===== src/hdl/ssrch_pkg.sv =====
// ----------------------------------------------------------------------------
// Substring search package
// Shared widths, register addresses, parameter defaults and the
// configuration bundle handed from the register block to the datapath.
// ----------------------------------------------------------------------------
`timescale 1ns / 1ps

package ssrch_pkg;

   // field widths fixed by the interface
   localparam int ByteW   = 8;
   localparam int LenW    = 4;
   localparam int OffsetW = 16;

   // register port
   localparam int CsrDataW = 64;
   localparam int CsrAddrW = 4;

   // register select (bit 3 of the byte address, registers are 8 bytes apart)
   localparam logic RegPatternBytes  = 1'b0;
   localparam logic RegPatternLength = 1'b1;

   // parameter defaults
   localparam int MaxPatternDefault   = 8;
   localparam int PositionBitsDefault = 16;

   // configuration seen by the datapath
   typedef struct packed {
      logic [CsrDataW-1:0] pattern_bytes;
      logic [LenW-1:0]     pattern_length;
   } cfg_type;

endpackage


===== src/hdl/substring_search.sv =====
// ----------------------------------------------------------------------------
// Substring search
// Streams a zero-terminated text one byte per transaction and reports the
// first place where the configured pattern of up to MAX_PATTERN bytes starts.
// ----------------------------------------------------------------------------
// Throughput: one text byte per cycle while req_stall is low; the window cells compare in parallel.
// The result of a text is registered and is on rsp_ in the cycle after its zero byte is accepted.
// A waiting result stalls the input only while rsp_stall is high.
// Reset clears the registers, window, counter and result valid flag; the result fields are not reset.
`timescale 1ns / 1ps

module substring_search #(
   parameter int MAX_PATTERN   = ssrch_pkg::MaxPatternDefault,
   parameter int POSITION_BITS = ssrch_pkg::PositionBitsDefault
) (
   input  logic                          clock,
   input  logic                          reset,
   // text bytes
   input  logic                          req_valid,
   output logic                          req_stall,
   input  logic [ssrch_pkg::ByteW-1:0]    req_text_byte,
   // results
   output logic                          rsp_valid,
   input  logic                          rsp_stall,
   output logic                          rsp_found,
   output logic [ssrch_pkg::OffsetW-1:0]  rsp_match_offset,
   output logic                          rsp_length_overflow,
   // registers
   input  logic                          csr_psel,
   input  logic                          csr_penable,
   input  logic                          csr_pwrite,
   input  logic [ssrch_pkg::CsrAddrW-1:0] csr_paddr,
   input  logic [ssrch_pkg::CsrDataW-1:0] csr_pwdata,
   output logic [ssrch_pkg::CsrDataW-1:0] csr_prdata,
   output logic                          csr_pready
);

   localparam int CntW = POSITION_BITS + 1;
   localparam int ExtW = POSITION_BITS + ssrch_pkg::OffsetW;
   localparam logic [ssrch_pkg::LenW-1:0] MaxLen = ssrch_pkg::LenW'(MAX_PATTERN);

   ssrch_pkg::cfg_type cfg;

   logic                            accept;
   logic                            accept_byte;
   logic                            accept_end;
   logic [ssrch_pkg::LenW-1:0]      used_len;
   logic                            len_zero;
   logic [ssrch_pkg::ByteW-1:0]     window [MAX_PATTERN];
   logic [MAX_PATTERN-1:0]          hits;
   logic                            all_hit;

   logic [CntW-1:0]                 count_ff;
   logic [CntW-1:0]                 count_in;
   logic [CntW-1:0]                 count_plus;
   logic [CntW-1:0]                 start_diff;
   logic                            saturated;
   logic                            match_now;
   logic                            match_seen_ff;
   logic                            match_seen_in;
   logic [POSITION_BITS-1:0]        start_ff;
   logic [POSITION_BITS-1:0]        start_in;
   logic                            overflow_seen_ff;
   logic                            overflow_seen_in;
   logic [ExtW-1:0]                 start_ext;

   logic                            rsp_valid_ff;
   logic                            rsp_valid_in;
   logic                            found_ff;
   logic                            found_in;
   logic [ssrch_pkg::OffsetW-1:0]   offset_ff;
   logic [ssrch_pkg::OffsetW-1:0]   offset_in;
   logic                            overflow_ff;
   logic                            overflow_in;

   ssrch_csr u_csr (
      .clock       (clock),
      .reset       (reset),
      .csr_psel    (csr_psel),
      .csr_penable (csr_penable),
      .csr_pwrite  (csr_pwrite),
      .csr_paddr   (csr_paddr),
      .csr_pwdata  (csr_pwdata),
      .csr_prdata  (csr_prdata),
      .csr_pready  (csr_pready),
      .cfg         (cfg)
   );

   // handshake: a held result blocks the input only while it is stalled
   assign req_stall   = rsp_valid_ff && rsp_stall;
   assign accept      = req_valid && !req_stall;
   assign accept_end  = accept && (req_text_byte == '0);
   assign accept_byte = accept && (req_text_byte != '0);

   // pattern length clipped to the window size
   assign used_len = (cfg.pattern_length > MaxLen) ? MaxLen : cfg.pattern_length;
   assign len_zero = (used_len == '0);

   // window cells, cell 0 takes the newest byte
   for (genvar k = 0; k < MAX_PATTERN; k++) begin : g_cell
      logic [ssrch_pkg::ByteW-1:0] cell_in;
      logic [ssrch_pkg::LenW-1:0]  pat_idx;
      logic                        cell_en;

      if (k == 0) begin : g_head
         assign cell_in = req_text_byte;
      end else begin : g_link
         assign cell_in = window[k-1];
      end

      // cell k lines up with pattern character used_len-1-k
      assign cell_en = (ssrch_pkg::LenW'(k) < used_len);
      assign pat_idx = used_len - ssrch_pkg::LenW'(k + 1);

      ssrch_cell u_cell (
         .clock        (clock),
         .reset        (reset),
         .shift_en     (accept_byte),
         .clear        (accept_end),
         .enable       (cell_en),
         .byte_in      (cell_in),
         .pattern_byte (cfg.pattern_bytes[ssrch_pkg::ByteW*pat_idx[2:0] +: ssrch_pkg::ByteW]),
         .byte_out     (window[k]),
         .hit          (hits[k])
      );
   end

   assign all_hit = &hits;

   // position tracking and first match
   assign saturated  = count_ff[POSITION_BITS];
   assign count_plus = count_ff + CntW'(1);
   assign start_diff = count_plus - CntW'(used_len);
   assign match_now  = !match_seen_ff && !len_zero && all_hit &&
                       (count_plus >= CntW'(used_len));

   always_comb begin
      count_in         = count_ff;
      match_seen_in    = match_seen_ff;
      start_in         = start_ff;
      overflow_seen_in = overflow_seen_ff;
      priority if (accept_end) begin
         count_in         = '0;
         match_seen_in    = 1'b0;
         start_in         = '0;
         overflow_seen_in = 1'b0;
      end else if (accept_byte) begin
         if (saturated) begin
            overflow_seen_in = 1'b1;
         end else begin
            count_in = count_plus;
            if (match_now) begin
               match_seen_in = 1'b1;
               start_in      = start_diff[POSITION_BITS-1:0];
            end
         end
      end
   end

   // result slot
   assign start_ext = ExtW'(start_ff);

   always_comb begin
      rsp_valid_in = rsp_valid_ff && rsp_stall;
      found_in     = found_ff;
      offset_in    = offset_ff;
      overflow_in  = overflow_ff;
      if (accept_end) begin
         rsp_valid_in = 1'b1;
         found_in     = match_seen_ff || len_zero;
         offset_in    = (match_seen_ff && !len_zero) ?
                        start_ext[ssrch_pkg::OffsetW-1:0] : '0;
         overflow_in  = overflow_seen_ff;
      end
   end

   always_ff @(posedge clock) begin
      if (reset) begin
         count_ff         <= '0;
         match_seen_ff    <= 1'b0;
         start_ff         <= '0;
         overflow_seen_ff <= 1'b0;
         rsp_valid_ff     <= 1'b0;
      end else begin
         count_ff         <= count_in;
         match_seen_ff    <= match_seen_in;
         start_ff         <= start_in;
         overflow_seen_ff <= overflow_seen_in;
         rsp_valid_ff     <= rsp_valid_in;
      end
   end

   always_ff @(posedge clock) begin
      found_ff    <= found_in;
      offset_ff   <= offset_in;
      overflow_ff <= overflow_in;
   end

   assign rsp_valid           = rsp_valid_ff;
   assign rsp_found           = found_ff;
   assign rsp_match_offset    = offset_ff;
   assign rsp_length_overflow = overflow_ff;

endmodule


===== src/hdl/ssrch_cell.sv =====
// ----------------------------------------------------------------------------
// Substring search window cell
// Holds one byte of the text window, passes it to the next cell on every
// accepted byte and compares the byte it takes in with its pattern byte.
// ----------------------------------------------------------------------------
`timescale 1ns / 1ps

module ssrch_cell (
   input  logic                       clock,
   input  logic                       reset,
   input  logic                       shift_en,
   input  logic                       clear,
   input  logic                       enable,
   input  logic [ssrch_pkg::ByteW-1:0] byte_in,
   input  logic [ssrch_pkg::ByteW-1:0] pattern_byte,
   output logic [ssrch_pkg::ByteW-1:0] byte_out,
   output logic                       hit
);

   logic [ssrch_pkg::ByteW-1:0] data_ff;
   logic [ssrch_pkg::ByteW-1:0] data_in;

   // next window byte
   always_comb begin
      priority if (clear) begin
         data_in = '0;
      end else if (shift_en) begin
         data_in = byte_in;
      end else begin
         data_in = data_ff;
      end
   end

   always_ff @(posedge clock) begin
      if (reset) begin
         data_ff <= '0;
      end else begin
         data_ff <= data_in;
      end
   end

   // compare the incoming byte, cells past the pattern length always agree
   assign hit      = !enable || (byte_in == pattern_byte);
   assign byte_out = data_ff;

endmodule


===== src/hdl/ssrch_csr.sv =====
// ----------------------------------------------------------------------------
// Substring search register block
// APB-style access to the pattern bytes and the pattern length.
// ----------------------------------------------------------------------------
`timescale 1ns / 1ps

module ssrch_csr (
   input  logic                          clock,
   input  logic                          reset,
   input  logic                          csr_psel,
   input  logic                          csr_penable,
   input  logic                          csr_pwrite,
   input  logic [ssrch_pkg::CsrAddrW-1:0] csr_paddr,
   input  logic [ssrch_pkg::CsrDataW-1:0] csr_pwdata,
   output logic [ssrch_pkg::CsrDataW-1:0] csr_prdata,
   output logic                          csr_pready,
   output ssrch_pkg::cfg_type            cfg
);

   logic [ssrch_pkg::CsrDataW-1:0] pattern_bytes_ff;
   logic [ssrch_pkg::CsrDataW-1:0] pattern_bytes_in;
   logic [ssrch_pkg::LenW-1:0]     pattern_length_ff;
   logic [ssrch_pkg::LenW-1:0]     pattern_length_in;
   logic                           wr_en;
   logic                           reg_sel;

   assign csr_pready = 1'b1;
   assign wr_en      = csr_psel && csr_penable && csr_pwrite;
   assign reg_sel    = csr_paddr[3];

   // register write
   always_comb begin
      pattern_bytes_in  = pattern_bytes_ff;
      pattern_length_in = pattern_length_ff;
      if (wr_en) begin
         unique case (reg_sel)
            ssrch_pkg::RegPatternBytes: begin
               pattern_bytes_in = csr_pwdata;
            end
            ssrch_pkg::RegPatternLength: begin
               pattern_length_in = csr_pwdata[ssrch_pkg::LenW-1:0];
            end
            default: begin
               pattern_bytes_in = pattern_bytes_ff;
            end
         endcase
      end
   end

   always_ff @(posedge clock) begin
      if (reset) begin
         pattern_bytes_ff  <= '0;
         pattern_length_ff <= '0;
      end else begin
         pattern_bytes_ff  <= pattern_bytes_in;
         pattern_length_ff <= pattern_length_in;
      end
   end

   // register read
   always_comb begin
      unique case (reg_sel)
         ssrch_pkg::RegPatternBytes:  csr_prdata = pattern_bytes_ff;
         ssrch_pkg::RegPatternLength: csr_prdata = ssrch_pkg::CsrDataW'(pattern_length_ff);
         default:                     csr_prdata = '0;
      endcase
   end

   assign cfg.pattern_bytes  = pattern_bytes_ff;
   assign cfg.pattern_length = pattern_length_ff;

endmodule


===== config.mk =====
export PLATFORM = sky130hd
export DESIGN_NAME = substring_search
export DESIGN_NICKNAME = d
export VERILOG_FILES = /design/src/hdl/ssrch_pkg.sv /design/src/hdl/substring_search.sv /design/src/hdl/ssrch_cell.sv /design/src/hdl/ssrch_csr.sv
export SDC_FILE = /design/constraint.sdc
export NUM_CORES = 1
export LEC_CHECK = 0
export CAP_MARGIN = 10
export CORE_ASPECT_RATIO = 0.6
export CORE_UTILIZATION = 60
export DETAILED_ROUTE_END_ITERATION = 7
export DONT_BUFFER_PORTS = 1
export PLACE_DENSITY_LB_ADDON = 0.25
export SLEW_MARGIN = 20
export SYNTH_ARGS = -nofsm -noshare
export SYNTH_HDL_FRONTEND = slang
export SYNTH_SLANG_ARGS = --single-unit

===== constraint.sdc =====
create_clock -name clock -period 6.4 [get_ports clock]
set_input_delay 0.64 -clock clock [delete_from_list [all_inputs] [get_ports clock]]
set_output_delay 0.64 -clock clock [all_outputs]
set_load 0.01 [all_outputs]

* Word-level counts from Yosys, hierarchy flattened
Cells that the tools add are included.
Word-level totals: input port bits 83, register bits 178, output and inout bits 85, logic and storage cells 100
Cells by class: add/sub/neg operators 10, reduce and logical (&&, ||, !) cells 40, bitwise operators 2, mux-type cells 4, equality and inequality tests 8, order comparisons 10, shift-type cells 8
Operators by type and width (count):
- 64-bit by 7-bit indexed part select with 8-bit output | 8
- 64-bit one-hot mux with 2 select lines | 1
- 8-bit == test | 8
- 17-bit by 1-bit adder with 17-bit output (second input constant) | 1
- 17-bit by 4-bit greater-or-equal comparator with 1-bit output | 1
- 17-bit two-way mux | 1
- 3-bit by 4-bit < comparator with 1-bit output (first input constant) | 4
- 16-bit by 4-bit subtractor with 16-bit output | 1
- 3-bit subtractor (second input constant) | 4
- 1-bit logical NOT | 11
- 1-bit logical AND | 10
- 1-bit logical OR | 9
- 8-bit logical NOT | 1
- 1-bit by 4-bit < comparator with 1-bit output (first input constant) | 2
- 2-bit by 4-bit < comparator with 1-bit output (first input constant) | 2
- 2-bit AND reduction | 4
- 8-bit AND reduction | 1
- 8-bit nonzero test | 1
- 3-bit by 1-bit subtractor with 3-bit output (second input constant) | 2
- 3-bit by 2-bit subtractor with 3-bit output (second input constant) | 2
- 4-bit > comparator (second input constant) | 1
- 4-bit logical NOT | 1
- 4-bit two-way mux | 1
- 3-bit AND reduction | 1
- other kinds (3) | 4

* Longest topological paths before layout
Gate-level depths: netlist of the first run.
word-level depth 10, depth in mapped cells 20, mapped depth without buffers 13

* Modules after synthesis
From an unflattened synthesis of the first run, not the netlist that was laid out.
Second synthesis, totals: cells, all modules 1239, area, all modules 12022.8 µm²
By module, submodules not included:
- substring_search | sequential area each 1261.2 µm², cells an instance 571, area each 5484.0 µm², instances 1
- ssrch_csr | sequential area each 1361.3 µm², cells an instance 364, area each 3475.8 µm², instances 1
- ssrch_cell | sequential area each 160.2 µm², cells an instance 38, area each 382.9 µm², instances 8

* Worst setup path before layout of the first run
No wires, ideal clock.
path kind flip-flop to flip-flop, start register u_csr.pattern_length_ff[0] (netlist bit), end register start_ff[10], buffers on the path 8, clock period less this slack 4.735 ns, library setup time 0.132 ns, arrival 4.602 ns, slack 1.665 ns, data required time 6.268 ns, cell stages (with the launch flop) 19, path through dfxtp_1 nor2b_1 buf_4 buf_2 buf_2 buf_2 buf_2 ha_1 clkbuf_1 buf_1 mux2i_1 mux4_2 xnor2_1 nor4_1 a32oi_1 or4b_4 buf_2 o21ai_0 a21oi_1
On the way: cells in the longest elaborated chain, start to end 10, elaborated cells between the ends (all ways) 59, classes of those cells add/sub (9); order compare (10); eq/ne (8); shift (8); mux (1); reduce/logical (23)
RTL lines:
- start: declaration | line ssrch_csr.sv:22 | logic [ssrch_pkg::LenW-1:0] pattern_length_ff;
- start signal: assignment | line ssrch_csr.sv:56 | pattern_length_ff <= pattern_length_in;
- 4-bit > comparator | line substring_search.sv:96 | assign used_len = (cfg.pattern_length > MaxLen) ? MaxLen : cfg.pattern_length;
- 4-bit two-way mux * | line substring_search.sv:96
- 3-bit by 1-bit subtractor with 3-bit output, or another cell as far along | line substring_search.sv:113 | assign pat_idx = used_len - ssrch_pkg::LenW'(k + 1);
- 64-bit by 7-bit indexed part select with 8-bit output | line substring_search.sv:122 | .pattern_byte (cfg.pattern_bytes[ssrch_pkg::ByteW*pat_idx[2:0] +: ssrch_pkg::ByteW]),
- 8-bit == test | line ssrch_cell.sv:43 | assign hit = !enable || (byte_in == pattern_byte);
- 1-bit logical OR | line ssrch_cell.sv:43
- 8-bit AND reduction | line substring_search.sv:128 | assign all_hit = &hits;
- 1-bit logical AND (2 in series) | line substring_search.sv:134 | assign match_now = !match_seen_ff && !len_zero && all_hit &&
- 3-bit AND reduction (no source line)
- end signal: assignment | line substring_search.sv:187 | start_ff <= start_in;
- end: declaration | line substring_search.sv:61 | logic [POSITION_BITS-1:0] start_ff;
Mark *: on every way between the ends. The rest lies on a longest branch, timed or not. A chain may end at the register's enable or synchronous reset.

* Worst setup path in the final report of the first run
start register u_csr.pattern_length_ff[3] (netlist bit), end register start_ff[1]
Same word-level chain as after synthesis.

==> results.cfg, run 1 <==
[placed_design]
post-place-ws_ps = 1410
place_area_sq_um = 12000
hpwl_microns = 28300
io_buffers = 0
routabilityCongestion = 1.01

[timing]
fmax_mhz = 194
rsz0062_at_grt = no
min_period_over_period = 0.805
setup_tns_ps = 0
slew_headroom = 0.295
final_max_slew_viol_count = 0
clock_skew_ps = 9.41
max_slew.worst_pin.slew_ps = 1060
fin_crit_ps = 5150
whs_ps = 245
setup_viol = 0
setup_slack_ps = 1250
hold_violations = 0

[die]
die-area_sq_um = 20600
core_area_sq_um = 19300
start_util = 0.622
chipWidth_microns = 185
pin_count = 168
rows = 39
die_height_microns = 112

[layout]
diodes = 0
fin_area_sq_um = 12600
fillers = 1628
nets = 1402
regArea_sq_um = 3750
syn2layout_area_growth_pct = 5.05
drive_gt1_frac = 0.0975
multi_input_area_sq_um = 7740

[worst_hold_path]
hold_class = in2reg

[global_routing]
grt_pass1_wl_microns = 60100
grt-ovfl-total = 0
grt_max_degree = 128
antenna_found_initial = 0
grt_usage = 0.391
grt_pass1_vias = 9941

[logic_synthesis]
yosysSeqAreaShare = 0.311
synth-edff-count = 18
postSynthNetCount = 1482
synthCells = 1390
synth_top_family_by_area = simple AND/OR/NAND/NOR gates
synth_fa_ha_area_frac = 0.00999
synth_compound_gate_area_share = 0.157
synthSimpleGateAreaFrac = 0.205
yosysUniqueCellTypes = 76
ys.flop_type = dfxtp_1
synth_top_area_share = 0.266
ys_ff_latch = 178
synth_area_sq_um = 12000
synth.area.mux_share = 0.188
ys_warn_count = 0
avgSynthCellArea_sq_um = 8.65
yosys.area.top_type = dfxtp_1
synthXorXnorAreaFrac = 0.0793
synth_async_sr_flop_share = 0
synthTopCellsByArea = dfxtp_1 (27%), mux2i_1 (9.7%), mux4_2 (8.1%)

[route]
wl_per_cell_microns = 24.9
dr.first_iter.drc_count = 1702
routed_wl_microns = 39600
routed_via_density = 6.85
drc = 0
firstDrtPassIters = 6
ant_nets = 0
vias = 10900

[clocking]
cts.sinks = 178
postCtsSetupRepairBufs = 0
cts_tree = done
root_buffer = clkbuf_16
numCtsBuffers = 17
clockBufferDepth = 2
htree_levels = 4
ctsHoldBuffers = 0
clk_latency_ps = 460
cts_resized = 0
clk_pin_slew_ps = 80

[pwr]
ir_worst_vdd_mv = 0.205
power.leakage_nw = 4.44
finalPower_mw = 2.55
power_density_nw_per_um2 = 202

[run_status]
status = complete, no violations

[critical_path]
r2r_slack_ps = 1250
required_ps = 6720
critical_path_arrival_ps = 5470
path_class = reg2reg
crit_fanout = 24
start_kind = register
endpoint_kind = register

[flow_run]
max-cap-violations = 0
## cell usage in the layout (no fill, tap or decap), types with 6 or more instances in the layout
cell,Yosys,routed
nand2_1,179,178
dfxtp_1,160,158
mux2i_1,116,116
a21oi_1,104,103
nor2_1,101,99
xnor2_1,68,68
nor2b_1,61,60
a22oi_1,53,53
mux4_2,43,43
xor2_1,39,38
nand4_1,28,28
o21ai_0,28,28
and2_1,24,24
nand3_1,20,20
buf_4,4,19
edfxtp_1,18,18
inv_1,17,17
clkbuf_16,0,17
nor3b_1,12,12
a211oi_1,12,12
o22ai_1,12,12
nand2b_1,11,11
nor3_1,10,10
a31oi_1,10,10
nor4_1,9,9
mux2_2,9,9
and3_1,9,9
o32ai_1,8,8
ha_1,8,8
nand3b_1,7,7
or3_1,7,7
o221ai_1,7,7
o211ai_1,6,6
o2111ai_1,6,6
## where the power goes
part | leakage [nW] | internal, mW | switching, mW
registers | 1.47 | 1.14 | 0.0406
clock network | 0.290 | 0.555 | 0.510
logic | 2.68 | 0.120 | 0.189
## area by class of cell
class,instances,area share
tap,266,0.0263
multi-input combinational,1076,0.613
inverter,18,0.00555
timing repair buffer,19,0.0113
clock inverter,15,0.0135
sequential,178,0.297
clock buffer,17,0.0337
## through the flow
stage	utilization	cells
after detailed placement	0.623	1557
after floorplan	-	1390
final	0.654	1589
after global routing	0.654	1589
after global placement	0.623	1557
after CTS	0.654	1589
## registers in the layout, summed over array words and instances, names as in the netlist
register,flops
u_csr.pattern_bytes_ff,64
g_cell.u_cell.byte_out,56
count_ff,17
rsp_match_offset,16
start_ff,16
u_csr.pattern_length_ff,4
match_seen_ff,1
overflow_seen_ff,1
rsp_found,1
rsp_length_overflow,1
rsp_valid,1
## per-layer routing
layer	routed length (microns)	GRT usage	up-vias
met2	14900	0.493	831
met1	16700	0.561	5111
met4	1100	0.128	0
met5	0	0	-
li1	-	-	4842
met3	6920	0.202	104
## worst max-delay path, stage by stage, from the launching register on
cell	delay, ps
dfxtp_1	320
nand2b_1	100
buf_4	320
inv_1	80
buf_4	220
ha_1	1020
mux2i_1	240
mux4_2	530
xnor2_1	140
nor4_1	460
a32oi_1	270
nor4b_4	870
nand4_1	200
nor3b_1	200
## cells in the mapped netlist (11+ instances only)
| cell type | number |
|---|---|
| a21oi_1 | 104 |
| o22ai_1 | 12 |
| dfxtp_1 | 160 |
| nand4_1 | 28 |
| edfxtp_1 | 18 |
| nand3_1 | 20 |
| nand2b_1 | 11 |
| nor2_1 | 101 |
| nand2_1 | 179 |
| buf_2 | 25 |
| xor2_1 | 39 |
| nor2b_1 | 61 |
| mux2i_1 | 116 |
| and2_1 | 24 |
| xnor2_1 | 68 |
| inv_1 | 17 |
| a22oi_1 | 53 |
| clkbuf_1 | 76 |
| nor3b_1 | 12 |
| a211oi_1 | 12 |
| o21ai_0 | 28 |
| mux4_2 | 43 |
## logic make-up (layout without fill, tap and decap cells)
group | Yosys count | in the layout
other | 1 | 1
xor gates and xnor gates | 108 | 108
AOI/OAI and AO/OA | 289 | 289
muxes | 169 | 169
adders and majority gates | 9 | 9
and+or+nand+nor | 500 | 500
DFF | 178 | 178
buffers and inverters | 136 | 69
## path summary, 6_finish.rpt
check	cells past startpoint	endpoint	start
setup / recovery	13	start_ff[1]$_SDFFE_PP0P_	u_csr.pattern_length_ff[3]$_SDFFE_PP0P_
hold / removal	1	u_csr.pattern_bytes_ff[51]$_SDFFE_PP0P_	reset
setup reg to reg	13	start_ff[1]$_SDFFE_PP0P_	u_csr.pattern_length_ff[3]$_SDFFE_PP0P_
hold reg to reg	0	rsp_length_overflow$_DFFE_PP_	overflow_seen_ff$_SDFFE_PP0P_
Note: power is estimated with default switching activity, not from simulation.
==> run 2: changes to the inputs <==
- clock period: 6.4 -> 4.8 ns (I/O delays scaled with it)
==> results.cfg, run 2 (synthesis results as in run 1) <==
[critical_path]
r2r_slack_ps = 270
crit_fanout = 14
required_ps = 5110
crit-reg2reg-launch = u_csr.pattern_length_ff[3]$_SDFFE_PP0P_
path_cells = nand2b_1 > inv_1 > ha_1 > buf_4 > mux2i_1 > mux4_2 > xnor2_1 > nor4_1 > a32oi_1 > or4b_4 > o21ai_0 > a21oi_1
max_stage_delay_ps = 700
reg2reg_to = start_ff[5]$_SDFFE_PP0P_
path_class = reg2reg
critPathSlowestCell = or4b_4
start_kind = register
critical_path_arrival_ps = 4840
r2r_cells = 12
endpoint_kind = register

[placed_design]
routabilityCongestion = 1.01
dpl.cell_count = 1583
hpwl_microns = 31500
io_buffers = 0

[layout]
multi_input_area_sq_um = 7740
layout_common_cells = nand2_1 (178), dfxtp_1 (158), mux2i_1 (116)
fillers = 1650
largest_register_ff_count = 64
final_common_cell = nand2_1
syn2layout_area_growth_pct = 7.03
postLayoutCoreUtil = 0.666
final_cells = 1616
regArea_sq_um = 3750
top_register = u_csr.pattern_bytes_ff
nets = 1429
diodes = 0
drive_gt1_frac = 0.115

[die]
rows = 39
die_height_microns = 112
die-area_sq_um = 20600
pin_count = 168
core_area_sq_um = 19300
start_util = 0.622
chipWidth_microns = 185

[timing]
fin_crit_ps = 4530
fmax_mhz = 221
min_period_over_period = 0.944
clock_skew_ps = 14.6
hold_violations = 0
setup_tns_ps = 0
slew_headroom = 0.220
max_slew.worst_pin.slew_ps = 1170
final_max_slew_viol_count = 0
rsz0062_at_grt = no
setup_viol = 0

[route]
dr.first_iter.drc_count = 1575
drc = 0
firstDrtPassIters = 6
vias = 11100
routed_via_density = 6.85
ant_nets = 0
wl_per_cell_microns = 26.7
routed_wl_microns = 43200

[global_routing]
grt-ovfl-total = 0
grt_pass1_vias = 10100
antenna_found_initial = 0
grt_usage = 0.425
grt_max_degree = 128
grt_pass1_wl_microns = 64100

[clocking]
clk_latency_ps = 460
clockBufferDepth = 2
cts_tree = done
numCtsBuffers = 17
cts.sinks = 178
postCtsSetupRepairBufs = 0
root_buffer = clkbuf_16
clk_pin_slew_ps = 70
htree_levels = 4

[pwr]
power_density_nw_per_um2 = 267
power.leakage_nw = 4.59
ir_worst_vdd_mv = 0.250
finalPower_mw = 3.44

[flow_run]
max-cap-violations = 0

[worst_hold_path]
holdPathStages = 1
min_to = u_csr.pattern_bytes_ff[62]$_SDFFE_PP0P_
hold_class = in2reg
min_from = reset

[run_status]
status = complete, no violations
-- run 2: cell count changes in the layout (fill, tap and decap cells not counted), sizes merged --
| cell | previous run | this run |
|---|---|---|
| buf | 19 | 46 |
| clkbuf | 17 | 18 |
| inv | 25 | 24 |
-- run 2: power by group --
group | switching, mW | leakage, nW | internal, mW
clock network | 0.678 | 0.289 | 0.744
logic | 0.271 | 2.83 | 0.169
registers | 0.0537 | 1.47 | 1.52
-- run 2: per-stage QoR --
stage                     instance area [sq um]  worst slack (ps)  hold slack [ps]
after floorplan                           12000              65.4              409
after global placement                    12200               393              427
after detailed placement                  12200               326              424
after CTS                                 12800               307             81.3
after global routing                      12900              98.5             80.7
final                                     12900               269             90.3
-- run 2: what timing repair did --
item                                   4_1_cts  5_1_grt
hold buffers                                 0        0
setup endpoints to repair                    0        2
endpoints found under the hold margin        0        0
resized for setup                            0        1
-- run 2: critical path, delay by kind of cell, from the launching register on --
kind / cells / cell delay [ps]
XOR/XNOR: 1 / 140
buffers and inverters: 2 / 600
AO/OA/AOI/OAI: 3 / 620
multiplexers: 2 / 630
flip-flops: 1 / 420
AND/OR/NAND/NOR: 3 / 1340
adder cells (fa/ha/maj): 1 / 630
-- run 2: worst max-delay path by stage --
stage,from,cells past startpoint,to
CTS,u_csr.pattern_length_ff[3]$_SDFFE_PP0P_,12,start_ff[5]$_SDFFE_PP0P_
finish,u_csr.pattern_length_ff[3]$_SDFFE_PP0P_,12,start_ff[5]$_SDFFE_PP0P_
global placement,u_csr.pattern_length_ff[3]$_SDFFE_PP0P_,12,start_ff[14]$_SDFFE_PP0P_
global route,u_csr.pattern_length_ff[3]$_SDFFE_PP0P_,12,start_ff[0]$_SDFFE_PP0P_
floorplan,u_csr.pattern_length_ff[0]$_SDFFE_PP0P_,18,start_ff[10]$_SDFFE_PP0P_
detailed placement,u_csr.pattern_length_ff[3]$_SDFFE_PP0P_,12,start_ff[5]$_SDFFE_PP0P_
-- run 2: cell type report --
class                           count  area share
Clock buffer                       18      0.0333
Clock inverter                     14      0.0132
Sequential cell                   178       0.291
Tap cell                          266      0.0259
Inverter                           18     0.00544
Timing Repair Buffer               46      0.0294
Multi-Input combinational cell   1076       0.602
-- run 2: per-layer routing --
metal  GRT usage  wire (microns)  vias up  share of wire
met4       0.132            1150        0          0.027
li1            -               -     4899              -
met5           0               0        -              0
met2       0.535           16300      819           0.38
met1       0.614           18300     5261           0.42
met3       0.218            7440       95           0.17
